## src/hw/rtl/assert_macros.svh

```systemverilog
// Shared assertion macros; clk and arst_n must be visible where they are used.
`ifndef ASSERT_MACROS_SVH
`define ASSERT_MACROS_SVH

// Same-cycle implication.
`define HFP_ASSERT(label, ante, cons, msg) \
	label: assert property (@(posedge clk) disable iff (!arst_n) (ante) |-> (cons)) \
		else $error(msg);

// Next-cycle implication.
`define HFP_ASSERT_NEXT(label, ante, cons, msg) \
	label: assert property (@(posedge clk) disable iff (!arst_n) (ante) |=> (cons)) \
		else $error(msg);

`endif

```

## src/hw/rtl/hfp_pkg.sv

```systemverilog
`default_nettype none
package hfp_pkg;

	localparam logic [30:0] MAX_INT_RESET = 31'd65535;
	localparam logic [4:0]  EOS_RUN       = 5'd30;
	localparam logic [2:0]  STEP_LAST     = 3'd5;

	typedef enum logic [2:0] {
		PH_START  = 3'd0,
		PH_INDEX  = 3'd1,
		PH_NLEN   = 3'd2,
		PH_NLEN_C = 3'd3,
		PH_NAME   = 3'd4,
		PH_VLEN   = 3'd5,
		PH_VLEN_C = 3'd6,
		PH_VALUE  = 3'd7
	} phase_t;

	typedef enum logic [1:0] {
		IK_NAME   = 2'd0,
		IK_VALUE  = 2'd1,
		IK_RECORD = 2'd2,
		IK_ERROR  = 2'd3
	} item_kind_t;

	typedef enum logic [2:0] {
		REP_INDEXED = 3'd0,
		REP_INCR    = 3'd1,
		REP_NOIDX   = 3'd2,
		REP_NEVER   = 3'd3,
		REP_SIZE    = 3'd4
	} rep_t;

	typedef enum logic [2:0] {
		ERR_NONE  = 3'd0,
		ERR_LIMIT = 3'd1,
		ERR_ZERO  = 3'd2,
		ERR_LATE  = 3'd3,
		ERR_EOS   = 3'd4,
		ERR_TRUNC = 3'd5
	} err_t;

	typedef enum logic [1:0] {
		INT_INDEX = 2'd0,
		INT_NLEN  = 2'd1,
		INT_VLEN  = 2'd2,
		INT_NONE  = 2'd3
	} int_sel_t;

	typedef struct packed {
		item_kind_t  kind;
		logic [7:0]  str_byte;
		logic        field_end;
		rep_t        rep;
		logic [30:0] index_or_size;
		logic        name_huff;
		logic        value_huff;
		logic [30:0] name_len;
		logic [30:0] value_len;
		err_t        err;
	} result_t;

	// Walk the octet MSB first; {hit, run after the octet}.
	function automatic logic [5:0] eos_scan(input logic [4:0] run, input logic [7:0] b);
		logic [4:0] r;
		logic       hit;
		r   = run;
		hit = 1'b0;
		for (int i = 7; i >= 0; i--) begin
			if (b[i]) begin
				if (r < EOS_RUN)
					r = r + 5'd1;
			end else begin
				r = '0;
			end
			if (r >= EOS_RUN)
				hit = 1'b1;
		end
		return {hit, r};
	endfunction

endpackage
`default_nettype wire

```

## src/hw/rtl/hfp_core.sv

```systemverilog
`default_nettype none
module hfp_core
	import hfp_pkg::*;
(
	input  wire logic        clk,
	input  wire logic        arst_n,
	input  wire logic        fire,
	input  wire logic [7:0]  data_byte,
	input  wire logic        last,
	input  wire logic [30:0] max_integer,
	output logic             emit,
	output result_t          res
);

`include "assert_macros.svh"

	phase_t      phase_q, phase_n;
	rep_t        kind_q, kind_n;
	logic [31:0] acc_q, acc_n;
	logic [2:0]  step_q, step_n;
	logic        ovf_q, ovf_n;
	logic [30:0] index_q, index_n;
	logic [30:0] nlen_q, nlen_n;
	logic [30:0] vlen_q, vlen_n;
	logic [30:0] left_q, left_n;
	logic [1:0]  huff_q, huff_n;
	logic [4:0]  run_q, run_n;
	logic        upd_q, upd_n;
	logic        disc_q, disc_n;

	// continuation octet arithmetic
	logic [6:0]  cont_v;
	logic [35:0] cont_sh;
	logic [35:0] cont_sum;
	logic [31:0] cont_acc;
	logic        cont_ovf;
	logic [2:0]  cont_step;
	logic [5:0]  eos_res;

	always_comb begin
		cont_v = data_byte[6:0];
		case (step_q)
			3'd0: cont_sh = 36'(cont_v);
			3'd1: cont_sh = 36'(cont_v) << 7;
			3'd2: cont_sh = 36'(cont_v) << 14;
			3'd3: cont_sh = 36'(cont_v) << 21;
			3'd4: cont_sh = 36'(cont_v) << 28;
			default: cont_sh = '0;
		endcase
		cont_sum = 36'(acc_q) + cont_sh;
		cont_acc = acc_q;
		cont_ovf = ovf_q;
		if (cont_v != 7'd0) begin
			if (step_q >= STEP_LAST)
				cont_ovf = 1'b1;
			else if (cont_sum[35:32] != 4'd0)
				cont_ovf = 1'b1;
			else
				cont_acc = cont_sum[31:0];
		end
		cont_step = (step_q < STEP_LAST) ? step_q + 3'd1 : step_q;
		eos_res = eos_scan(run_q, data_byte);
	end

	logic       complete;
	int_sel_t   which;
	err_t       err;
	item_kind_t ik;
	logic [7:0] sb;
	logic       fend;
	logic [7:0] mask;

	always_comb begin
		phase_n  = phase_q;
		kind_n   = kind_q;
		acc_n    = acc_q;
		step_n   = step_q;
		ovf_n    = ovf_q;
		index_n  = index_q;
		nlen_n   = nlen_q;
		vlen_n   = vlen_q;
		left_n   = left_q;
		huff_n   = huff_q;
		run_n    = run_q;
		upd_n    = upd_q;
		disc_n   = disc_q;
		complete = 1'b0;
		which    = INT_NONE;
		err      = ERR_NONE;
		emit     = 1'b0;
		ik       = IK_RECORD;
		sb       = '0;
		fend     = 1'b0;
		mask     = 8'h7f;

		if (disc_q) begin
			// drop octets up to the block end
			if (last) begin
				disc_n  = 1'b0;
				phase_n = PH_START;
				upd_n   = 1'b1;
			end
		end else begin
			case (phase_q)
				PH_START: begin
					if (data_byte[7]) begin
						kind_n = REP_INDEXED; mask = 8'h7f;
					end else if (data_byte[6]) begin
						kind_n = REP_INCR; mask = 8'h3f;
					end else if (data_byte[5]) begin
						kind_n = REP_SIZE; mask = 8'h1f;
					end else if (data_byte[4]) begin
						kind_n = REP_NEVER; mask = 8'h0f;
					end else begin
						kind_n = REP_NOIDX; mask = 8'h0f;
					end
					index_n = '0;
					nlen_n  = '0;
					vlen_n  = '0;
					huff_n  = '0;
					left_n  = '0;
					run_n   = '0;
					if (kind_n != REP_SIZE)
						upd_n = 1'b0;
					acc_n  = {24'd0, data_byte & mask};
					step_n = '0;
					ovf_n  = 1'b0;
					if ((data_byte & mask) != mask) begin
						complete = 1'b1;
						which    = INT_INDEX;
					end else begin
						phase_n = PH_INDEX;
					end
				end
				PH_INDEX, PH_NLEN_C, PH_VLEN_C: begin
					acc_n  = cont_acc;
					ovf_n  = cont_ovf;
					step_n = cont_step;
					if (!data_byte[7]) begin
						complete = 1'b1;
						case (phase_q)
							PH_INDEX:  which = INT_INDEX;
							PH_NLEN_C: which = INT_NLEN;
							default:   which = INT_VLEN;
						endcase
					end
				end
				PH_NLEN, PH_VLEN: begin
					if (phase_q == PH_NLEN)
						huff_n[0] = huff_q[0] | data_byte[7];
					else
						huff_n[1] = huff_q[1] | data_byte[7];
					acc_n  = {25'd0, data_byte[6:0]};
					step_n = '0;
					ovf_n  = 1'b0;
					if (data_byte[6:0] != 7'h7f) begin
						complete = 1'b1;
						which    = (phase_q == PH_NLEN) ? INT_NLEN : INT_VLEN;
					end else begin
						phase_n = (phase_q == PH_NLEN) ? PH_NLEN_C : PH_VLEN_C;
					end
				end
				PH_NAME, PH_VALUE: begin
					run_n = eos_res[4:0];
					if (eos_res[5]) begin
						err = ERR_EOS;
					end else begin
						emit   = 1'b1;
						sb     = data_byte;
						left_n = left_q - 31'd1;
						if (phase_q == PH_NAME) begin
							ik = IK_NAME;
							if (left_n == '0)
								phase_n = PH_VLEN;
						end else begin
							ik = IK_VALUE;
							if (left_n == '0) begin
								phase_n = PH_START;
								fend    = 1'b1;
							end
						end
					end
				end
				default: phase_n = PH_START;
			endcase

			if (complete) begin
				if (ovf_n || (acc_n > {1'b0, max_integer})) begin
					err = ERR_LIMIT;
				end else begin
					case (which)
						INT_INDEX: begin
							index_n = acc_n[30:0];
							if (kind_n == REP_INDEXED) begin
								if (index_n == '0) begin
									err = ERR_ZERO;
								end else begin
									phase_n = PH_START;
									emit    = 1'b1;
									fend    = 1'b1;
								end
							end else if (kind_n == REP_SIZE) begin
								if (!upd_n) begin
									err = ERR_LATE;
								end else begin
									phase_n = PH_START;
									emit    = 1'b1;
									fend    = 1'b1;
								end
							end else begin
								phase_n = (index_n == '0) ? PH_NLEN : PH_VLEN;
							end
						end
						INT_NLEN: begin
							nlen_n  = acc_n[30:0];
							left_n  = acc_n[30:0];
							run_n   = '0;
							phase_n = (acc_n == '0) ? PH_VLEN : PH_NAME;
						end
						INT_VLEN: begin
							vlen_n = acc_n[30:0];
							left_n = acc_n[30:0];
							run_n  = '0;
							if (acc_n == '0) begin
								phase_n = PH_START;
								emit    = 1'b1;
								fend    = 1'b1;
							end else begin
								phase_n = PH_VALUE;
							end
						end
						default: ;
					endcase
				end
			end

			if (err == ERR_NONE && last && phase_n != PH_START)
				err = ERR_TRUNC;

			if (err != ERR_NONE) begin
				emit    = 1'b1;
				ik      = IK_ERROR;
				sb      = '0;
				fend    = 1'b0;
				phase_n = PH_START;
				if (last)
					upd_n = 1'b1;
				else
					disc_n = 1'b1;
			end else if (last) begin
				phase_n = PH_START;
				upd_n   = 1'b1;
			end
		end
	end

	always_comb begin
		res.kind          = ik;
		res.str_byte      = sb;
		res.field_end     = fend;
		res.rep           = kind_n;
		res.index_or_size = index_n;
		res.name_huff     = huff_n[0];
		res.value_huff    = huff_n[1];
		res.name_len      = nlen_n;
		res.value_len     = vlen_n;
		res.err           = err;
	end

	always_ff @(posedge clk or negedge arst_n) begin
		if (!arst_n) begin
			phase_q <= PH_START;
			kind_q  <= REP_INDEXED;
			acc_q   <= '0;
			step_q  <= '0;
			ovf_q   <= 1'b0;
			index_q <= '0;
			nlen_q  <= '0;
			vlen_q  <= '0;
			left_q  <= '0;
			huff_q  <= '0;
			run_q   <= '0;
			upd_q   <= 1'b1;
			disc_q  <= 1'b0;
		end else if (fire) begin
			phase_q <= phase_n;
			kind_q  <= kind_n;
			acc_q   <= acc_n;
			step_q  <= step_n;
			ovf_q   <= ovf_n;
			index_q <= index_n;
			nlen_q  <= nlen_n;
			vlen_q  <= vlen_n;
			left_q  <= left_n;
			huff_q  <= huff_n;
			run_q   <= run_n;
			upd_q   <= upd_n;
			disc_q  <= disc_n;
		end
	end

	`HFP_ASSERT(a_discard_silent, disc_q, !emit, "result produced while discarding")
	`HFP_ASSERT(a_string_left, !disc_q && (phase_q == PH_NAME || phase_q == PH_VALUE),
		left_q != '0, "string phase with no octets left")
	`HFP_ASSERT_NEXT(a_error_discard, fire && emit && res.kind == IK_ERROR && !last,
		disc_q, "error inside block did not start discarding")

endmodule
`default_nettype wire

```

## src/hw/rtl/hpack_header_field_parser_top.sv

```systemverilog
// HPACK header representation parser, one octet per beat.
// out_valid rises once the octet has passed the input register, the parse logic and the
// result register; the result beat can be held up by out_ready on the way.
// Throughput: one octet per cycle while out_ready stays high; a held result stalls the
// input once the input register is also full.
// Reset (arst_n, asynchronous): parser at start of representation, size updates
// allowed, max_integer back to 65535, both pipeline stages empty.
`default_nettype none
module hpack_header_field_parser_top
	import hfp_pkg::*;
(
	input  wire logic        clk,
	input  wire logic        arst_n,
	input  wire logic        cfg_we,
	input  wire logic [30:0] cfg_wdata,
	input  wire logic        in_valid,
	output logic             in_ready,
	input  wire logic [7:0]  data_byte,
	input  wire logic        last_in_block,
	output logic             out_valid,
	input  wire logic        out_ready,
	output logic [1:0]       item_kind,
	output logic [7:0]       string_byte,
	output logic             field_end,
	output logic [2:0]       representation,
	output logic [30:0]      index_or_size,
	output logic             name_huffman,
	output logic             value_huffman,
	output logic [30:0]      name_octets,
	output logic [30:0]      value_octets,
	output logic [2:0]       error_code
);

`include "assert_macros.svh"

	logic [30:0] max_int_q;
	logic        valid_s1;
	logic [7:0]  byte_s1;
	logic        last_s1;
	logic        valid_s2;
	result_t     res_s2;
	logic        advance;
	logic        emit;
	result_t     res;

	assign advance  = valid_s1 && (!valid_s2 || out_ready);
	assign in_ready = !valid_s1 || advance;

	always_ff @(posedge clk or negedge arst_n) begin
		if (!arst_n)
			max_int_q <= MAX_INT_RESET;
		else if (cfg_we)
			max_int_q <= cfg_wdata;
	end

	always_ff @(posedge clk or negedge arst_n) begin
		if (!arst_n) begin
			valid_s1 <= 1'b0;
		end else if (in_valid && in_ready) begin
			valid_s1 <= 1'b1;
		end else if (advance) begin
			valid_s1 <= 1'b0;
		end
	end

	always_ff @(posedge clk) begin
		if (in_valid && in_ready) begin
			byte_s1 <= data_byte;
			last_s1 <= last_in_block;
		end
	end

	hfp_core u_core (
		.clk         (clk),
		.arst_n      (arst_n),
		.fire        (advance),
		.data_byte   (byte_s1),
		.last        (last_s1),
		.max_integer (max_int_q),
		.emit        (emit),
		.res         (res)
	);

	always_ff @(posedge clk or negedge arst_n) begin
		if (!arst_n) begin
			valid_s2 <= 1'b0;
		end else if (advance && emit) begin
			valid_s2 <= 1'b1;
		end else if (out_ready) begin
			valid_s2 <= 1'b0;
		end
	end

	always_ff @(posedge clk) begin
		if (advance && emit)
			res_s2 <= res;
	end

	assign out_valid      = valid_s2;
	assign item_kind      = res_s2.kind;
	assign string_byte    = res_s2.str_byte;
	assign field_end      = res_s2.field_end;
	assign representation = res_s2.rep;
	assign index_or_size  = res_s2.index_or_size;
	assign name_huffman   = res_s2.name_huff;
	assign value_huffman  = res_s2.value_huff;
	assign name_octets    = res_s2.name_len;
	assign value_octets   = res_s2.value_len;
	assign error_code     = res_s2.err;

	`HFP_ASSERT(a_hold_input, valid_s1 && valid_s2 && !out_ready, !in_ready,
		"input taken while both stages are stalled")
	`HFP_ASSERT(a_ready_empty, !valid_s1, in_ready, "input register empty but not ready")
	`HFP_ASSERT_NEXT(a_out_hold, out_valid && !out_ready, out_valid && $stable(res_s2),
		"result beat dropped or changed while stalled")

endmodule
`default_nettype wire
```

## config.mk

```make
export PLATFORM = sky130hd
export DESIGN_NAME = hpack_header_field_parser_top
export DESIGN_NICKNAME = d
export VERILOG_FILES = /design/src/hw/rtl/hfp_pkg.sv /design/src/hw/rtl/hfp_core.sv /design/src/hw/rtl/hpack_header_field_parser_top.sv
export VERILOG_INCLUDE_DIRS = /design/src /design/src/hw/rtl
export SDC_FILE = /design/constraint.sdc
export NUM_CORES = 1
export LEC_CHECK = 0
export BUFFER_PORTS_ARGS = -buffer_cell sky130_fd_sc_hd__buf_4
export CORE_MARGIN = 2
export CORE_UTILIZATION = 40
export CTS_CLUSTER_DIAMETER = 50
export DETAILED_ROUTE_END_ITERATION = 8
export GPL_ROUTABILITY_DRIVEN = 0
export GPL_TIMING_DRIVEN = 0
export HOLD_SLACK_MARGIN = 0.15
export PLACE_DENSITY = 0.68
export REMOVE_ABC_BUFFERS = 1
export SETUP_SLACK_MARGIN = 0.05
export SLEW_MARGIN = 20
export SYNTH_ARGS = -nofsm -noshare
export SYNTH_HDL_FRONTEND = slang
export SYNTH_HIERARCHICAL = 1
export SYNTH_SLANG_ARGS = --single-unit
export TNS_END_PERCENT = 50
```

## constraint.sdc

```tcl
create_clock -name clk -period 18.5 [get_ports clk]
set_clock_uncertainty 0.15 [all_clocks]
set_input_delay 0.925 -clock clk [delete_from_list [all_inputs] [get_ports clk]]
set_output_delay 0.925 -clock clk [all_outputs]
set_load 0.05 [all_outputs]
```

==> run metrics <==
IO Port Bufs around 160; largest area contributor in the netlist dfrtp_1; most frequent cells in the layout nand2_1, o21ai_0, dfrtp_1; Mapped Area about 20,000 µm²; nets@finish approximately 2,500; sequential share of the synthesized area between 40% and 50%; Clock Sinks between 300 and 400; mean routed wirelength per cell about 20 µm; leakage just over 10 nW; Setup TNS Final 0 ps; ranking of synthesized cells by area dfrtp_1, edfxtp_1, o21ai_0; Worst R2R Path Depth 43; Root Driver clkbuf_16; final slew viol count 0; largest net degree at the start of global routing slightly below 100; CP Max Fanout 26; global route overflow 0; RSZ-0062 raised after global routing no; via count about 18,000; final hold viol count 0; area post-placement approximately 22,000 µm²; Hold Path Cell Cnt 2; die height 228 µm; maximum buffer depth of the clock tree 3; worst path required time 18,620 ps; Post-synth top flop dfrtp_1; Post-synth EDFFs around 120; max frequency about 84 MHz; CTS Buf Count 42; worst setup margin ~6600 ps; Slew @ Worst Pin approximately 1100 ps; Cells after Synth 2,208; relative slew slack 23.5%; YS warnings 6; Hold WC Path Type reg -> reg; library cells used by synthesis between 100 and 150; critical path capture point type register; slowest CP cell a31oi_2; Worst-path clk slew ~60 ps; status finished, final reports clean; Pre-Repair DR Iteration Count 5; H-Tree Depth 2; share of cells above drive strength 1 between 10% and 20%; crit share post-route 64.4%; worst vdd rail ir drop between 80 and 90 µV; Overall Global Routing Usage 23.2%; flop2flop setup slack ~6600 ps; Period minus WS final 11,920 ps; synthesized flop and latch total 329; Layout area overhead 17.4%; syn_area_per_cell slightly above 9 µm²; initial antenna violation count 0; DR vias/cell approximately 6; global-route wire length before repair 96,900 µm; Final Core Density 47.3%; die area ~52,000 µm²; CTS tree built; Max-Cap Viols 0; post-route ant nets 0; Post-CTS Setup Bufs 0; share of async-settable or async-resettable flops after synthesis a little over three fifths; Post-Layout Inst Area between 20,000 and 25,000 µm²; 1st-iter DRT viols 2,047; Ports 159; WS Path Type reg -> reg; Core Area roughly 50,000 µm²; commonest non-fill, non-tap cell in the layout nand2_1; drt total wl between 60,000 and 70,000 µm; Ant. Diodes 0; share of the synthesized area in the top cell type 23.8%; Post-route DRC 0; number of global-route vias before repair ~17,000; Placement Setup Slack between 6000 and 7000 ps; Arrival @ worst endpoint approximately 12,000 ps; row count 82; CP Launch Type register; total power after layout 4.08 mW; HPWL after DPL ~44,000 µm; power density cells 173 nW/µm²; Setup Viol. Count Final 0; clk_lat worst skew 570 ps; initial cell density of the core around two fifths; Largest stage delay, worst path about 900 ps; width of the die approximately 230 µm; Post-CTS Resized 0
## per-layer routing
layer | vias up | routed length, µm | global-route usage (%) | part of all wire [%]
met5 | - | 0 | 0 | 0
met4 | 0 | 2590 | 9.68 | 4.2
met3 | 157 | 4710 | 4.36 | 7.6
met2 | 821 | 28300 | 37.6 | 46
met1 | 8774 | 26200 | 30.4 | 42
li1 | 8325 | - | - | -
## registers in the layout, indices dropped and copies added, names as in the netlist, 5 cells and up
name and count:
index_or_size 31, u_core/acc_q 32, u_core/vlen_q 31, value_octets 31, u_core/index_q 31, max_int_q 31
u_core/run_q 5, u_core/nlen_q 31, byte_s1 8, u_core/left_q 31, string_byte 8, name_octets 31
## final cells by class
type                       instances  area, µm²
multi-input combinational       1647      10500
clock inverter                    26        258
inverter                         108        405
timing repair buffer             191       1630
clock buffer                      52       1140
tap                              672        841
sequential                       329       8860
fill                            4654      26300
## final timing paths
check	to	startpoint
max in group asynchronous	u_core/disc_q	arst_n
min	u_core/vlen_q[20]	u_core/vlen_q[20]
min reg2reg	u_core/vlen_q[20]	u_core/vlen_q[20]
max	name_octets[10]	u_core/run_q[0]
max reg2reg	name_octets[10]	u_core/run_q[0]
min in group asynchronous	u_core/vlen_q[20]	arst_n
## worst max-delay path: cells and delay by family, from the launching register on
| family | cells | cell delay [ps] |
|---|---|---|
| mux | 1 | 90 |
| simple gates | 19 | 4870 |
| buf+inv | 7 | 1010 |
| compound gates | 11 | 3540 |
| flops | 1 | 560 |
| fa+ha+maj | 4 | 1180 |
| xor+xnor | 1 | 160 |
## what timing repair did
item | 4_1_cts | 5_1_grt
endpoints found under the hold margin | 16 | 0
endpoints found under the setup margin | 0 | 0
hold buffers | 1 | 0
## cell families after synthesis
family                     count (synthesis)  synth area share (%)
AOI/OAI and AO/OA                        696                  22.5
and+or+nand+nor                          763                  18.4
buffers and inverters                    232                  4.58
xor gates and xnor gates                  56                  2.44
DFF                                      329                  44.1
adders and majority gates                 90                  5.64
muxes                                     42                  2.39
## where the power goes
part | total [mW] | switching, mW | internal (mW)
registers | 1.18 | 0.153 | 1.03
clock network | 0.813 | 0.337 | 0.476
logic | 2.09 | 1.50 | 0.588
## metrics by stage
stage | hold slack (ps) | std cells
2_1_floorplan | 300 | 2084
3_3_place_gp | 312 | 2914
3_5_place_dp | 320 | 2946
4_1_cts | 332 | 3025
5_1_grt | 345 | 3025
6_report | 329 | 3025
## cell usage after synthesis, drive strengths merged (18+ instances only)
cell	count
a211oi	20
a21o	25
a21oi	88
a22o	39
a22oi	28
and2	30
and3	34
buf	18
clkbuf	106
dfrtp	191
edfxtp	121
ha	89
inv	106
mux2	35
nand2	337
nand2b	24
nand3	40
nand4	29
nor2	109
nor3	48
nor4	31
o211ai	20
o21a	23
o21ai	296
xnor2	41
Power figures use the tool's default switching activity.
